===== config.mk =====
export PLATFORM = sky130hd
export DESIGN_NAME = salru_fifo
export DESIGN_NICKNAME = d
export VERILOG_FILES = /design/src/rtl/core/salru_fifo.sv
export SDC_FILE = /design/constraint.sdc
export NUM_CORES = 1
export LEC_CHECK = 0
export BUFFER_PORTS_ARGS = -buffer_cell sky130_fd_sc_hd__clkbuf_2
export CAP_MARGIN = 20
export CORE_MARGIN = 2
export CORE_UTILIZATION = 52
export DETAILED_ROUTE_END_ITERATION = 8
export PLACE_DENSITY = 0.77
export SETUP_SLACK_MARGIN = 0.4
export SLEW_MARGIN = 30
export SYNTH_ARGS = -nofsm -noshare
export SYNTH_HDL_FRONTEND = slang
export SYNTH_SLANG_ARGS = --single-unit

===== constraint.sdc =====
create_clock -name clk -period 2.5 [get_ports clk]
set_input_delay 0.25 -clock clk [delete_from_list [all_inputs] [get_ports clk]]
set_output_delay 0.25 -clock clk [all_outputs]
set_load 0.03 [all_outputs]

===== src/rtl/core/salru_fifo.sv =====
// ----------------------------------------------------------------------------
// salru_fifo
// Small register queue with push/full and pop/empty sides.
// ----------------------------------------------------------------------------
module salru_fifo #(
    parameter int WIDTH = 8,
    parameter int DEPTH = 2,
    localparam int PW = (DEPTH > 1) ? $clog2(DEPTH) : 1,
    localparam int CW = $clog2(DEPTH + 1)
) (
    input  logic             clk,
    input  logic             rst_n,
    input  logic             push,
    input  logic [WIDTH-1:0] wdata,
    output logic             full,
    input  logic             pop,
    output logic [WIDTH-1:0] rdata,
    output logic             empty
);

    logic [WIDTH-1:0] mem_reg [DEPTH];
    logic [PW-1:0]    wr_ptr_reg;
    logic [PW-1:0]    rd_ptr_reg;
    logic [CW-1:0]    count_reg;
    logic             do_push;
    logic             do_pop;

    assign empty   = (count_reg == '0);
    assign full    = (count_reg == CW'(DEPTH));
    assign do_push = push && !full;
    assign do_pop  = pop && !empty;
    assign rdata   = mem_reg[rd_ptr_reg];

    always_ff @(posedge clk or negedge rst_n)
    begin
        if (!rst_n)
        begin
            wr_ptr_reg <= '0;
            rd_ptr_reg <= '0;
            count_reg  <= '0;
        end
        else
        begin
            if (do_push)
            begin
                wr_ptr_reg <= (wr_ptr_reg == PW'(DEPTH - 1)) ? '0 : wr_ptr_reg + 1'b1;
            end
            if (do_pop)
            begin
                rd_ptr_reg <= (rd_ptr_reg == PW'(DEPTH - 1)) ? '0 : rd_ptr_reg + 1'b1;
            end
            if (do_push && !do_pop)
            begin
                count_reg <= count_reg + 1'b1;
            end
            else if (do_pop && !do_push)
            begin
                count_reg <= count_reg - 1'b1;
            end
        end
    end

    always_ff @(posedge clk)
    begin
        if (do_push)
        begin
            mem_reg[wr_ptr_reg] <= wdata;
        end
    end

endmodule


==> flow_summary.yaml <==
critical_path:
  r2r_cells: 3
  crit_type: "reg -> out"
  path_max_fanout: 9
  worstPathArrival_ps: 1440
  cp-startpoint: "rd_ptr_reg"
  worst_setup_path_end_kind: "output pin"
  start_kind: "flop"
  crit_required_ps: 2250
  r2r_end: "mem_reg[0][2]"
  r2r-start: "count_reg[0]"
  r2r_slack_ps: 970
sta:
  setup_tns_ps: 0
  period_share_pct: 67.6
  max_freq_mhz: 592
  max_slew.worst_pin.slew_ps: 606
  rsz0062_at_grt: "false"
  setup_viol: 0
  hold_violations: 0
  fin_ws_ps: 811
  fin_skew_ps: 3.78
  max_slew_margin_pct: 59.4
  period_minus_slack_ps: 1690
  drv_slew: 0
grt:
  antenna_found_initial: 0
  grt_pass1_wl_um: 1870
  grt_start_max_net_pins: 12
  grt_usage_pct: 14.2
  first_global_vias: 425
  overflow: 0
pwr:
  p_seq_share_pct: 47.4
  power_density_nw_per_um2: 1220
  swShare_pct: 39.3
  irDropWorstVdd_mv: 0.679
  p_leak_nw: 0.391
  power.switching_w: 0.000444
  pwr-share-comb_pct: 39.4
  intPower_w: 0.000686
  p_clk_share_pct: 13.2
placed_design:
  io_buffers: 21
  place_ws_ps: 947
  dpl-instance-area_um2: 893
  gp_congestion: 0.684
  detailed_place_hpwl_um: 865
synthesis:
  synth_compound_area_share_pct: 0.646
  syn-num-nets: 57
  synth_top_family_by_area: "multiplexers"
  synth.avg_cell_area_um2: 17.6
  synth_fa_ha_area_share_pct: 1.62
  synth_cells: 44
  synthMuxAreaShare_pct: 11.6
  synthSimpleGateAreaFrac_pct: 3.88
  synthXorXnorAreaFrac_pct: 5.65
  syn_area_um2: 774
  ys_warn_count: 0
  synth-seq-area-share_pct: 75.0
  ys_ff_latch: 20
  synth.distinct_cells: 14
drt:
  top_layer_used: "met4"
  initialDrtViolationCount: 13
  drc: 0
  dr_wl_met2_um: 559
  wire_per_inst_um: 13.5
  wirelength_um: 1130
  antenna_left: 0
  via_per_inst: 5.08
  met3WireLength_um: 66
  wl_met1_um: 495
  vias: 427
  first_pass_iters: 4
cts:
  cts_sinks: 20
  cts_setup_buffers: 0
  cts_tree: "done"
  cts_made_buffers: 3
  cts-root-buf: "clkbuf_4"
  clkSlewWorstSetupHoldPaths_ps: 100
  clk_latency_ps: 290
  clock_path_buffers: 2
  h-tree-depth: 1
die:
  dieHeight_um: 42.6
  initial_utilization_pct: 57.4
  dieArea_um2: 1810
  io_pins: 22
  core_area_um2: 1350
  core.rowCount: 13
  die_x_um: 42.6
final_layout:
  fin_nets: 83
  largest_reg_flops: 16
  final_layout_size_suffix_gt1_share_pct: 37.7
  syn_to_final_growth_pct: 20.0
  fin_area_um2: 930
  final_util_pct: 68.9
  num_antenna_cells: 0
outcome:
  status: "completed"
hold_path:
  min_path_cells: 1
  hold_path_end: "mem_reg[1][6]"
  hp-class: "in -> reg"
  min_from: "wdata[6]"
flow_run:
  maxCapViolCount: 0
==> layer usage <==
metal | GRT usage [%] | vias to the layer above
li1 | - | 207
met1 | 19.0 | 201
met5 | 0 | -
met4 | 3.75 | 0
met2 | 22.8 | 15
met3 | 4.31 | 4
==> how the worst max path moves through the flow <==
stage               endpoint  slack, ps  cells past startpoint
3_5_place_dp   mem_reg[0][3]        950                      3
2_1_floorplan  mem_reg[0][0]       1130                      3
6_report            rdata[3]        810                      2
3_3_place_gp   mem_reg[0][5]       1020                      3
5_1_grt             rdata[7]        730                      2
4_1_cts             rdata[7]        770                      2
==> final cells by class <==
class                           instances  area, um2
Timing Repair Buffer                   22        115
Clock buffer                            3       22.5
Sequential cell                        20        581
Inverter                                2       7.51
Fill cell                              99        420
Multi-Input combinational cell         21        181
Clock inverter                          1       3.75
Tap cell                               15       18.8
==> worst max-delay path, cell delays in order (launching register included) <==
cell	delay, ps
dfrtp_1	590
mux2_1	380
clkbuf_2	190
==> what timing repair did <==
action	in CTS	in global routing
hold buffers	1	0
hold endpoints to repair	4	0
gates resized for setup	0	0
setup endpoints to repair	0	0
==> synth_stat cells <==
library cell / count / area [um2]
edfxtp_1: 16 / 480
buf_2: 1 / 5.00
nor2_1: 3 / 11.3
mux2_2: 1 / 11.3
o21ai_1: 1 / 5.00
inv_1: 2 / 7.51
nand2b_1: 1 / 6.26
mux2_1: 7 / 78.8
and3_1: 1 / 6.26
xnor2_1: 3 / 26.3
nand2_2: 1 / 6.26
dfrtp_1: 4 / 100
ha_1: 1 / 12.5
xor2_1: 2 / 17.5
==> stage by stage <==
step | cells | total power [W] | hold slack (ps)
floorplan | 44 | 0.000872 | -45.6
global placement | 79 | 0.000977 | 64.0
detailed placement | 79 | 0.000994 | 66.4
CTS | 84 | 0.00114 | 137
global route | 84 | 0.00120 | 124
finish | 84 | 0.00113 | 138
==> power by group through the flow <==
stage | combinational (W) | clock (W) | sequential [W]
6_report | 0.000445 | 0.000149 | 0.000535
5_1_grt | 0.000479 | 0.000168 | 0.000551
4_1_cts | 0.000453 | 0.000152 | 0.000538
3_5_place_dp | 0.000450 | 0 | 0.000544
3_3_place_gp | 0.000438 | 0 | 0.000540
2_1_floorplan | 0.000367 | 0 | 0.000505
==> cell usage in the layout, fill, tap and decap left out <==
master         count
clkbuf_4           3
ha_1               1
xor2_1             2
clkbuf_2          21
nand2_2            1
inv_1              2
xnor2_1            3
clkinv_1           1
dlygate4sd3_1      1
nand2b_1           1
mux2_1             7
o21ai_1            1
mux2_2             1
edfxtp_1          16
nor2_1             3
dfrtp_1            4
and3_1             1
==> cell families after synthesis <==
family,Yosys count
multiplexers,8
AO/OA/AOI/OAI,1
flip-flops,20
buffers and inverters,3
AND/OR/NAND/NOR,6
adder cells (fa/ha/maj),1
XOR/XNOR,5
Power figures use the tool's default switching activity.
