===== config.mk =====
export PLATFORM = sky130hd
export DESIGN_NAME = salru_front
export DESIGN_NICKNAME = d
export VERILOG_FILES = /design/src/rtl/core/salru_pkg.sv /design/src/rtl/core/salru_front.sv
export SDC_FILE = /design/constraint.sdc
export NUM_CORES = 1
export LEC_CHECK = 0
export ABC_AREA = 1
export BUFFER_PORTS_ARGS = -buffer_cell sky130_fd_sc_hd__buf_4
export CORE_UTILIZATION = 40
export CTS_BUF_LIST = sky130_fd_sc_hd__clkbuf_4
export DETAILED_ROUTE_END_ITERATION = 12
export GPL_ROUTABILITY_DRIVEN = 0
export HOLD_SLACK_MARGIN = 0.05
export PLACE_DENSITY = 0.69
export RECOVER_POWER = 50
export SYNTH_ARGS = -nofsm -noshare
export SYNTH_HDL_FRONTEND = slang
export SYNTH_SLANG_ARGS = --single-unit

===== constraint.sdc =====
create_clock -name clk -period 2.95 [get_ports clk]
set_clock_uncertainty 0.15 [all_clocks]
set_input_delay 0.59 -clock clk [delete_from_list [all_inputs] [get_ports clk]]
set_output_delay 0.59 -clock clk [all_outputs]
set_load 0.05 [all_outputs]

===== src/rtl/core/salru_pkg.sv =====
// ----------------------------------------------------------------------------
// salru_pkg
// Shared constants, register indexes and result type of the LRU tag simulator.
// ----------------------------------------------------------------------------
package salru_pkg;

    localparam int MAX_SETS_DEF   = 64;
    localparam int MAX_WAYS_DEF   = 8;
    localparam int ADDR_WIDTH_DEF = 32;

    localparam int CNT_W        = 32;
    localparam int STAMP_W      = 32;
    localparam int SET_BITS_W   = 3;
    localparam int WAYS_W       = 4;
    localparam int BLOCK_BITS_W = 5;
    localparam int CFG_DATA_W   = 5;
    localparam int CFG_IDX_W    = 2;
    localparam int TSHIFT_W     = 6;

    localparam int MID_DEPTH = 2;
    localparam int OUT_DEPTH = 2;

    localparam logic [STAMP_W-1:0] STAMP_INIT = 32'h7fff_ffff;

    typedef enum logic [CFG_IDX_W-1:0] {
        REG_SET_BITS,
        REG_WAYS,
        REG_BLOCK_BITS
    } cfg_reg_t;

    typedef struct packed {
        logic             hit;
        logic             miss;
        logic             evicted;
        logic [CNT_W-1:0] hit_total;
        logic [CNT_W-1:0] miss_total;
        logic [CNT_W-1:0] evict_total;
    } result_t;

endpackage


===== src/rtl/core/salru_front.sv =====
// ----------------------------------------------------------------------------
// salru_front
// Configuration registers and address split into set index and tag.
// ----------------------------------------------------------------------------
module salru_front import salru_pkg::*; #(
    parameter int MAX_SETS   = MAX_SETS_DEF,
    parameter int MAX_WAYS   = MAX_WAYS_DEF,
    parameter int ADDR_WIDTH = ADDR_WIDTH_DEF,
    localparam int SET_W = (MAX_SETS > 1) ? $clog2(MAX_SETS) : 1,
    localparam int EW    = $clog2(MAX_WAYS + 1)
) (
    input  logic                  clk,
    input  logic                  rst_n,
    input  logic                  push,
    input  logic [ADDR_WIDTH-1:0] address,
    input  logic                  cfg_write,
    input  logic [CFG_IDX_W-1:0]  cfg_index,
    input  logic [CFG_DATA_W-1:0] cfg_data,
    input  logic                  q_full,
    output logic                  q_push,
    output logic [SET_W-1:0]      q_set,
    output logic [ADDR_WIDTH-1:0] q_tag,
    output logic [EW-1:0]         ways_use
);

    localparam int SMAX = $clog2(MAX_SETS + 1) - 1;

    logic [SET_BITS_W-1:0]   set_bits_reg;
    logic [WAYS_W-1:0]       ways_reg;
    logic [BLOCK_BITS_W-1:0] block_bits_reg;
    logic [SET_BITS_W-1:0]   s_use;
    logic [TSHIFT_W-1:0]     tshift;
    logic [ADDR_WIDTH-1:0]   shifted;
    logic [SET_W-1:0]        set_mask;

    always_ff @(posedge clk or negedge rst_n)
    begin
        if (!rst_n)
        begin
            set_bits_reg   <= '0;
            ways_reg       <= WAYS_W'(1);
            block_bits_reg <= '0;
        end
        else if (cfg_write)
        begin
            case (cfg_reg_t'(cfg_index))
                REG_SET_BITS:   set_bits_reg   <= cfg_data[SET_BITS_W-1:0];
                REG_WAYS:       ways_reg       <= cfg_data[WAYS_W-1:0];
                REG_BLOCK_BITS: block_bits_reg <= cfg_data[BLOCK_BITS_W-1:0];
                default:        ;
            endcase
        end
    end

    always_comb
    begin
        if (ways_reg == '0)
        begin
            ways_use = EW'(1);
        end
        else if (32'(ways_reg) > 32'(MAX_WAYS))
        begin
            ways_use = EW'(MAX_WAYS);
        end
        else
        begin
            ways_use = EW'(ways_reg);
        end
    end

    assign s_use    = (32'(set_bits_reg) > 32'(SMAX)) ? SET_BITS_W'(SMAX) : set_bits_reg;
    assign tshift   = TSHIFT_W'(s_use) + TSHIFT_W'(block_bits_reg);
    assign shifted  = address >> block_bits_reg;
    assign set_mask = SET_W'((32'd1 << s_use) - 32'd1);

    assign q_tag  = address >> tshift;
    assign q_set  = shifted[SET_W-1:0] & set_mask;
    assign q_push = push && !q_full;

endmodule


==> results of run 1 <==
==> critical path, cell delays in order (launching register included) <==
cell      delay, ps
dfrtp_1         380
nand2_1          80
inv_2            40
nor2_2          100
ha_2            180
inv_2            40
fa_2            600
buf_6           160
clkinv_8         70
o211ai_1        140
nand3_1         200
nand3_2         150
nand2_2          80
nor2_4          100
buf_8           150
==> per-stage QoR <==
step / instances / total power [mW]
2_1_floorplan: 717 / 3.26
3_3_place_gp: 890 / 4.12
3_5_place_dp: 890 / 4.16
4_1_cts: 898 / 4.69
5_1_grt: 906 / 5.53
6_report: 906 / 5.21
==> layout make-up <==
type / instances / area (µm²)
fill: 856 / 3390
tap: 108 / 135
inverter: 42 / 178
timing repair inverter: 2 / 20.0
clock buffer: 3 / 22.5
clock inverter: 1 / 3.75
sequential: 12 / 302
multi-input combinational: 617 / 3380
timing repair buffer: 121 / 1290
==> logic make-up (layout without fill, tap and decap cells) <==
| logic type | after synthesis | in the layout | share of synthesized area, % |
|---|---|---|---|
| AOI/OAI and AO/OA | 48 | 48 | 8.40 |
| DFF | 12 | 12 | 8.33 |
| and+or+nand+nor | 565 | 565 | 69.9 |
| adders and majority gates | 4 | 4 | 1.59 |
| buffers and inverters | 88 | 169 | 11.8 |
==> power by group through the flow <==
stage / logic [mW] / clock network (mW) / registers [mW]
after floorplan: 3.05 / 0 / 0.211
after global routing: 5.20 / 0.115 / 0.220
final: 4.89 / 0.107 / 0.216
after global placement: 3.90 / 0 / 0.217
after detailed placement: 3.94 / 0 / 0.217
after CTS: 4.36 / 0.110 / 0.215
==> worst min path at each step <==
stage,start,end,cells after the start
2_1_floorplan,rst_n,block_bits_reg[0]$_DFFE_PN0P_,0
3_3_place_gp,rst_n,block_bits_reg[4]$_DFFE_PN0P_,1
3_5_place_dp,rst_n,set_bits_reg[0]$_DFFE_PN0P_,1
4_1_cts,ways_reg[2]$_DFFE_PN0P_,ways_reg[2]$_DFFE_PN0P_,2
5_1_grt,ways_reg[1]$_DFFE_PN0P_,ways_reg[1]$_DFFE_PN0P_,2
6_report,ways_reg[2]$_DFFE_PN0P_,ways_reg[2]$_DFFE_PN0P_,2
==> repair_timing <==
item	in CTS	in global routing
cloned	1	4
hold endpoints to repair	11	0
hold buffers	1	0
pin swaps	3	30
resized for setup	71	62
buffers inserted	2	4
endpoints found under the setup margin	32	38
==> cell usage in the layout (no fill, tap or decap), drive strengths merged <==
cell | synthesis | final
nand3 | 260 | 260
dfstp | 1 | 1
dfrtp | 11 | 11
nand2 | 251 | 251
nor2 | 50 | 50
fa | 1 | 1
a21oi | 12 | 12
clkinv | 1 | 3
nor3 | 4 | 4
inv | 41 | 42
o21ai | 21 | 21
ha | 3 | 3
dlygate4sd3 | 0 | 1
buf | 38 | 114
a31oi | 1 | 1
o211ai | 14 | 14
clkbuf | 8 | 9
==> layer usage <==
| metal | track usage (%) | vias to the layer above | wire (µm) |
|---|---|---|---|
| met5 | 0 | - | 0 |
| met4 | 8.04 | 0 | 583 |
| met3 | 1.58 | 67 | 1210 |
| met2 | 46.7 | 328 | 6780 |
| met1 | 39.0 | 2470 | 5860 |
| li1 | - | 2579 | - |
==> results.py, run 1 <==
metrics = {
    "clock_tree": {
        "cts_sinks": 12,
        "root_buffer": "clkbuf_4",
        "cts_tree": "yes",
        "clk_pin_slew_worst_paths_ps": 80,
        "insertion_delay_ps": 280,
        "cts.htree.levels": 1,
        "cts_buffer_depth": 2,
        "tritoncts.num_buffers": 3,
    },
    "logic_synthesis": {
        "synthesis.nets": 765,
        "netlist_instances": 717,
        "async_reset_ff_share_pct": 100,
        "netlist_area_um2": 3620,
        "ys_seq_area_share_pct": 8.33,
        "synth_top_area_share_pct": 36.0,
        "ys.flop_type": "dfrtp_1",
        "avgSynthCellArea_um2": 5.05,
        "synth_edf_count": 0,
        "synth-seq-cells": 12,
        "ys_warn_count": 0,
        "netlist_top_cells_area": "nand3_1 36%, nand2_1 25%, dfrtp_1 7.6%",
        "yosysMostFrequentCell": "nand3_1",
        "ys_types": 30,
        "yosysTopAreaCell": "nand3_1",
        "synth_common_cells": "260 x nand3_1, 244 x nand2_1, 45 x nor2_1",
    },
    "die": {
        "dieArea_um2": 9430,
        "die_x_um": 97.1,
        "die_h_um": 97.1,
        "core_um2": 8720,
        "ios": 87,
        "rows": 34,
        "start_util_pct": 41.5,
    },
    "sta": {
        "setup_viol": 32,
        "grt_setup_unrepaired": "yes",
        "drv_slew": 0,
        "min_period_ps": 3490,
        "hold_viol_final": 0,
        "min_period_over_period_pct": 118,
        "setup_slack_ps": -543,
        "finalSetupTns_ps": -14360,
        "max_clock_freq_ghz": 0.286,
        "holdWs_ps": 336,
        "tightest_slew_ps": 622,
        "slew_headroom_pct": 58.5,
    },
    "route": {
        "dr_total_vias": 5444,
        "postRouteAntennaNets": 0,
        "wl_per_cell_um": 15.9,
        "drtIter0Drc": 416,
        "viasPerCell": 6.01,
        "drc": 0,
        "firstDrtPassIters": 5,
        "wirelength_um": 14400,
    },
    "critical_path": {
        "arrival_ps": 2750,
        "reg2regPathDepth": 2,
        "required_ps": 2210,
        "crit_end": "q_tag[17]",
        "crit_fanout": 8,
        "crit_type": "reg2out",
        "r2r-start": "block_bits_reg[4]$_DFFE_PN0P_",
        "r2r-end": "block_bits_reg[4]$_DFFE_PN0P_",
        "critPathLaunchType": "flip-flop",
        "end_kind": "output pin",
        "r2r_slack_ps": 1790,
        "crit_path_start": "set_bits_reg[1]$_DFFE_PN0P_",
    },
    "pwr": {
        "seqPwrFrac_pct": 4.1,
        "power.static_leakage_nw": 2.64,
        "ir_worst_vdd_mv": 0.526,
        "pwr-share-comb_pct": 93.8,
        "p_sw_share_pct": 61.5,
        "p_clk_share_pct": 2.1,
        "power.density_nw_per_um2": 978,
        "intPower_mw": 2.01,
        "p_sw_mw": 3.21,
    },
    "cells_and_area": {
        "drive_gt1_share_pct": 30.3,
        "final_cell_area_um2": 5330,
        "syn2layout_area_growth_pct": 47.3,
        "largest_register_ffs": 5,
        "diodes": 0,
        "fin_nets": 847,
        "utilization_pct": 61.1,
    },
    "placement": {
        "port_buffers": 86,
        "dp_hpwl_um": 10200,
        "dpl_cell_area_um2": 4590,
        "place_ws_ps": -314,
    },
    "global_route": {
        "grt_pass1_wl_um": 22300,
        "grt_max_degree": 40,
        "overflow": 0,
        "grt_pass1_vias": 4693,
        "antenna_found_initial": 0,
        "grt.total_usage_pct": 28.0,
    },
    "worst_hold_path": {
        "min_path_type": "reg2reg",
    },
    "outcome": {
        "failed_checks": "setup timing",
        "status": "finished, violations left",
    },
    "job": {
        "cap_violations": 0,
    },
}
Power figures use the tool's default switching activity.
==> run 2, diff against run 1 <==
--- a/config.mk
+++ b/config.mk
@@ -16,2 +16,3 @@
 export RECOVER_POWER = 50
+export SLEW_MARGIN = 20
 export SYNTH_ARGS = -nofsm -noshare
==> constraint.sdc (replaced) <==
create_clock -name clk -period 2.95 [get_ports clk]
set_clock_uncertainty 0.15 [all_clocks]
set_input_delay 0.295 -clock clk [delete_from_list [all_inputs] [get_ports clk]]
set_output_delay 0.295 -clock clk [all_outputs]
set_load 0.05 [all_outputs]
==> results.py, run 2 (synthesized netlist as in run 1, its figures left out) <==
metrics = {
    "outcome": {
        "status": "finished, violations left",
        "failed_checks": "setup timing",
    },
    "clock_tree": {
        "cts_tree": "yes",
        "clk_pin_slew_worst_paths_ps": 70,
        "insertion_delay_ps": 260,
        "root_buffer": "clkbuf_4",
        "cts_buffer_depth": 2,
        "tritoncts.num_buffers": 3,
        "cts_sinks": 12,
        "cts.htree.levels": 1,
    },
    "route": {
        "viasPerCell": 6.27,
        "firstDrtPassIters": 7,
        "wl_per_cell_um": 16.9,
        "wirelength_um": 15300,
        "dr_total_vias": 5670,
        "postRouteAntennaNets": 0,
        "drc": 0,
        "drtIter0Drc": 783,
    },
    "cells_and_area": {
        "drive_gt1_share_pct": 30.2,
        "final_common_cell": "nand2_1",
        "final_cell_count_no_fill": 905,
        "syn2layout_area_growth_pct": 41.7,
        "layout_common_cells": "235 x nand2_1, 200 x nand3_1, 76 x buf_4",
        "num-fill-cells": 796,
        "final_cell_area_um2": 5130,
        "largest_register_ffs": 5,
        "fin_nets": 846,
        "diodes": 0,
    },
    "critical_path": {
        "critical_path.top_delay_family": "simple AND/OR/NAND/NOR gates",
        "required_ps": 2510,
        "crit_path_top_delay_cell": "fa_2",
        "arrival_ps": 2680,
        "cp_cell_sequence": "nand2_1 > inv_2 > nor2_4 > ha_4 > inv_2 > fa_2 > inv_4 > buf_12 > nor2_2 > nand2_2 > nand2_1 > nand2_1 > nor2_2 > buf_6",
        "max_stage_delay_ps": 580,
        "crit_fanout": 16,
        "crit_type": "reg2out",
        "critPathLaunchType": "flip-flop",
        "end_kind": "output pin",
        "cp_num_buf_inv": 5,
        "cp_common_cell": "nand2_1",
    },
    "sta": {
        "setup_slack_ps": -177,
        "setup_viol": 31,
        "grt_setup_unrepaired": "yes",
        "min_period_over_period_pct": 106,
        "holdWs_ps": 151,
        "drv_slew": 0,
        "hold_viol_final": 0,
        "slew_headroom_pct": 58.4,
        "max_clock_freq_ghz": 0.320,
        "tightest_slew_ps": 623,
        "min_period_ps": 3130,
    },
    "die": {
        "dieArea_um2": 9430,
        "die_h_um": 97.1,
        "ios": 87,
        "rows": 34,
        "core_um2": 8720,
        "start_util_pct": 41.5,
        "die_x_um": 97.1,
    },
    "global_route": {
        "grt_pass1_wl_um": 22900,
        "grt_max_degree": 40,
        "grt_pass1_vias": 4980,
        "overflow": 0,
        "antenna_found_initial": 0,
        "grt.total_usage_pct": 29.1,
    },
    "worst_hold_path": {
        "min_path_type": "in2reg",
    },
    "pwr": {
        "power_mw": 4.96,
        "power.static_leakage_nw": 2.59,
        "ir_worst_vdd_mv": 0.610,
        "power.density_nw_per_um2": 967,
    },
    "placement": {
        "dp_hpwl_um": 9970,
        "dpl_cell_area_um2": 4350,
        "dp.cells": 884,
        "port_buffers": 86,
    },
    "job": {
        "cap_violations": 0,
    },
}
==> run 2: worst paths after layout <==
check,start,end,slack [ps],cells after the start
max in group asynchronous,rst_n,block_bits_reg[4]$_DFFE_PN0P_,1830,2
worst min-delay path,cfg_data[4],block_bits_reg[4]$_DFFE_PN0P_,150,3
worst max register to register,block_bits_reg[4]$_DFFE_PN0P_,block_bits_reg[4]$_DFFE_PN0P_,1770,2
min in group asynchronous,rst_n,ways_reg[1]$_DFFE_PN0P_,420,2
worst max-delay path,set_bits_reg[2]$_DFFE_PN0P_,q_tag[23],-180,14
worst min register to register,ways_reg[1]$_DFFE_PN0P_,ways_reg[1]$_DFFE_PN0P_,350,2
==> run 2: worst register-to-register path, stage by stage (launching register included) <==
cell and delay (ps):
dfrtp_1 590, inv_4 190, a21oi_1 170
==> run 2: what timing repair did <==
| item | in CTS | in global routing |
|---|---|---|
| gates cloned | 3 | 2 |
| hold buffers | 1 | 0 |
| hold endpoints to repair | 12 | 0 |
| gates resized for setup | 91 | 47 |
| pin swaps | 20 | 23 |
| setup endpoints to repair | 32 | 37 |
| setup buffers | 12 | 0 |
==> run 2: final cells by class <==
type / instances / area [µm²] / share of cell area [%]
clock buffer: 4 / 30.0 / 0.586
inverter: 42 / 170 / 3.32
multi-input combinational: 619 / 3380 / 65.8
sequential: 12 / 302 / 5.88
tap: 108 / 135 / 2.64
timing repair buffer: 120 / 1110 / 21.7
==> run 2: power breakdown <==
part / switching [mW] / internal [mW]
registers: 0.0244 / 0.192
clock network: 0.0473 / 0.0614
logic: 3.10 / 1.54
==> run 2: through the flow <==
stage / setup slack, ps / utilization [%] / setup TNS (ps)
finish: -177 / 58.8 / -3540
CTS: -126 / 56.4 / -2280
global placement: 108 / 49.8 / 0
global route: -344 / 58.8 / -7350
floorplan: -100 / - / -717
detailed placement: 46.3 / 49.8 / 0
==> run 2: layer usage <==
| metal | track usage [%] | share of wire, % |
|---|---|---|
| met5 | 0 | 0 |
| met3 | 3.09 | 12 |
| met2 | 47.6 | 45 |
| met4 | 11.8 | 5.4 |
| met1 | 38.9 | 38 |
==> run 3, diff against run 2 <==
ABC_AREA = unset   (was 1)
==> results.py, run 3 <==
metrics = {
    "clock_tree": {
        "cts_buffer_depth": 2,
        "cts_tree": "yes",
        "tritoncts.num_buffers": 3,
        "insertion_delay_ps": 270,
        "root_buffer": "clkbuf_4",
        "cts_sinks": 12,
        "cts.htree.levels": 1,
        "clk_pin_slew_worst_paths_ps": 80,
    },
    "global_route": {
        "overflow": 0,
        "antenna_found_initial": 0,
        "grt_max_degree": 40,
        "grt_pass1_wl_um": 21200,
        "grt.total_usage_pct": 30.0,
        "grt_pass1_vias": 4070,
    },
    "cells_and_area": {
        "syn2layout_area_growth_pct": 79.0,
        "final_common_cell": "buf_4",
        "diodes": 0,
        "layout_common_cells": "136 x buf_4, 57 x mux4_2, 51 x buf_6",
        "final_cell_count_no_fill": 638,
        "drive_gt1_share_pct": 73.5,
        "fin_nets": 582,
        "utilization_pct": 75.1,
        "largest_register_ffs": 5,
    },
    "sta": {
        "max_clock_freq_ghz": 0.284,
        "finalSetupTns_ps": -11310,
        "grt_setup_unrepaired": "yes",
        "min_period_ps": 3520,
        "hold_viol_final": 0,
        "drv_slew": 0,
        "tightest_slew_ps": 634,
        "setup_viol": 33,
        "setup_slack_ps": -569,
        "min_period_over_period_pct": 119,
        "slew_headroom_pct": 57.7,
    },
    "route": {
        "drc": 0,
        "dr_total_vias": 4287,
        "wl_per_cell_um": 23.2,
        "firstDrtPassIters": 5,
        "wirelength_um": 14800,
        "drtIter0Drc": 433,
        "postRouteAntennaNets": 0,
        "viasPerCell": 6.72,
    },
    "logic_synthesis": {
        "synth_top_area_share_pct": 36.5,
        "yosysMostFrequentCell": "mux4_2",
        "synth_common_cells": "57 x mux4_2, 39 x nand2_1, 35 x mux2i_1",
        "netlist_area_um2": 3520,
        "synth-seq-cells": 12,
        "synthesis.nets": 408,
        "ys_types": 53,
        "netlist_instances": 360,
        "avgSynthCellArea_um2": 9.77,
        "async_reset_ff_share_pct": 100,
        "yosysTopAreaCell": "mux4_2",
        "ys_seq_area_share_pct": 8.57,
        "ys_warn_count": 0,
        "synth_edf_count": 0,
        "ys.flop_type": "dfrtp_1",
        "netlist_top_cells_area": "mux4_2 36%, mux2i_1 10%, dfrtp_1 7.8%",
    },
    "outcome": {
        "failed_checks": "setup timing",
        "status": "finished, violations left",
    },
    "critical_path": {
        "crit_fanout": 6,
        "required_ps": 2510,
        "critPathLaunchType": "flip-flop",
        "end_kind": "output pin",
        "crit_type": "reg2out",
        "arrival_ps": 3070,
    },
    "placement": {
        "dp.cells": 613,
        "port_buffers": 86,
        "dp_hpwl_um": 10100,
    },
    "die": {
        "die_h_um": 95.8,
        "ios": 87,
        "die_x_um": 95.8,
        "core_um2": 8380,
        "start_util_pct": 42.0,
        "rows": 33,
        "dieArea_um2": 9170,
    },
    "job": {
        "cap_violations": 0,
    },
    "pwr": {
        "power.density_nw_per_um2": 1230,
        "power.static_leakage_nw": 2.46,
        "ir_worst_vdd_mv": 0.576,
    },
    "worst_hold_path": {
        "min_path_type": "in2reg",
    },
}
-- run 3: cell type report --
| cell class | count | area [µm²] |
|---|---|---|
| Inverter | 6 | 22.5 |
| Fill cell | 506 | 2080 |
| Timing Repair Buffer | 205 | 1910 |
| Tap cell | 105 | 131 |
| Sequential cell | 12 | 303 |
| Multi-Input combinational cell | 306 | 3910 |
| Clock inverter | 1 | 3.75 |
| Clock buffer | 3 | 22.5 |
-- run 3: worst paths after layout --
| check | from | end | slack, ps | cells after the start |
|---|---|---|---|---|
| setup / recovery | set_bits_reg[1]$_DFFE_PN0P_ | q_tag[11] | -570 | 12 |
| setup reg to reg | block_bits_reg[0]$_DFFE_PN0P_ | block_bits_reg[0]$_DFFE_PN0P_ | 1490 | 4 |
| hold reg to reg | ways_reg[2]$_DFFE_PN0P_ | ways_reg[2]$_DFFE_PN0P_ | 390 | 1 |
| min in group asynchronous | rst_n | ways_reg[1]$_DFFE_PN0P_ | 400 | 2 |
| max in group asynchronous | rst_n | block_bits_reg[0]$_DFFE_PN0P_ | 1810 | 2 |
| hold / removal | cfg_data[2] | set_bits_reg[2]$_DFFE_PN0P_ | 100 | 3 |
-- run 3: where the power goes --
group          internal (mW)  total [mW]  switching, mW  leakage, nW
Combinational           3.42        7.41           3.99         2.30
Clock                 0.0490       0.104         0.0554       0.0154
Sequential             0.198       0.224         0.0262        0.141
Total                   3.66        7.73           4.07         2.46
-- run 3: critical path: stages (launching register included) --
cell and delay (ps):
dfrtp_1 400, a21boi_2 180, ha_4 150, inv_2 40
fa_2 570, buf_6 140, buf_12 120, mux4_2 320
buf_4 160, mux2i_1 230, buf_4 200, o221ai_4 110
buf_6 160
-- run 3: what timing repair did --
| action | in CTS | in global routing |
|---|---|---|
| pin swaps | 28 | 31 |
| endpoints found under the hold margin | 12 | 0 |
| buffers inserted | 9 | 10 |
| resized for setup | 106 | 56 |
| hold buffers | 1 | 0 |
| setup endpoints to repair | 37 | 35 |
| cloned | 1 | 4 |
-- run 3: cells by family (layout without fill, tap and decap cells) --
family                     after synthesis  count (layout)  synth area share (%)
and+or+nand+nor                        112             112                  15.0
muxes                                  107             107                  51.3
AOI/OAI and AO/OA                       81              81                  16.9
buffers and inverters                   42             215                  6.12
DFF                                     12              12                  8.57
adders and majority gates                4               4                  1.64
xor gates and xnor gates                 2               2                 0.498
-- run 3: layer usage --
| layer | wire length, µm | vias up | GRT usage [%] |
|---|---|---|---|
| met5 | 0 | - | 0 |
| met4 | 626 | 0 | 10.2 |
| met3 | 1600 | 70 | 3.24 |
| met2 | 7300 | 356 | 50.9 |
| met1 | 5280 | 2059 | 39.8 |
| li1 | - | 1802 | - |
-- run 3: metrics by stage --
stage          setup WS, ps  instance area [µm²]  hold slack [ps]  power [mW]
2_1_floorplan          -284                 4040             -151        4.38
3_5_place_dp           -404                 5380            -9.17        6.25
6_report               -569                 6300             95.2        7.73
4_1_cts                -513                 5940             95.6        7.15
3_3_place_gp           -379                 5380            -12.5        6.17
5_1_grt                -678                 6300              102        8.04
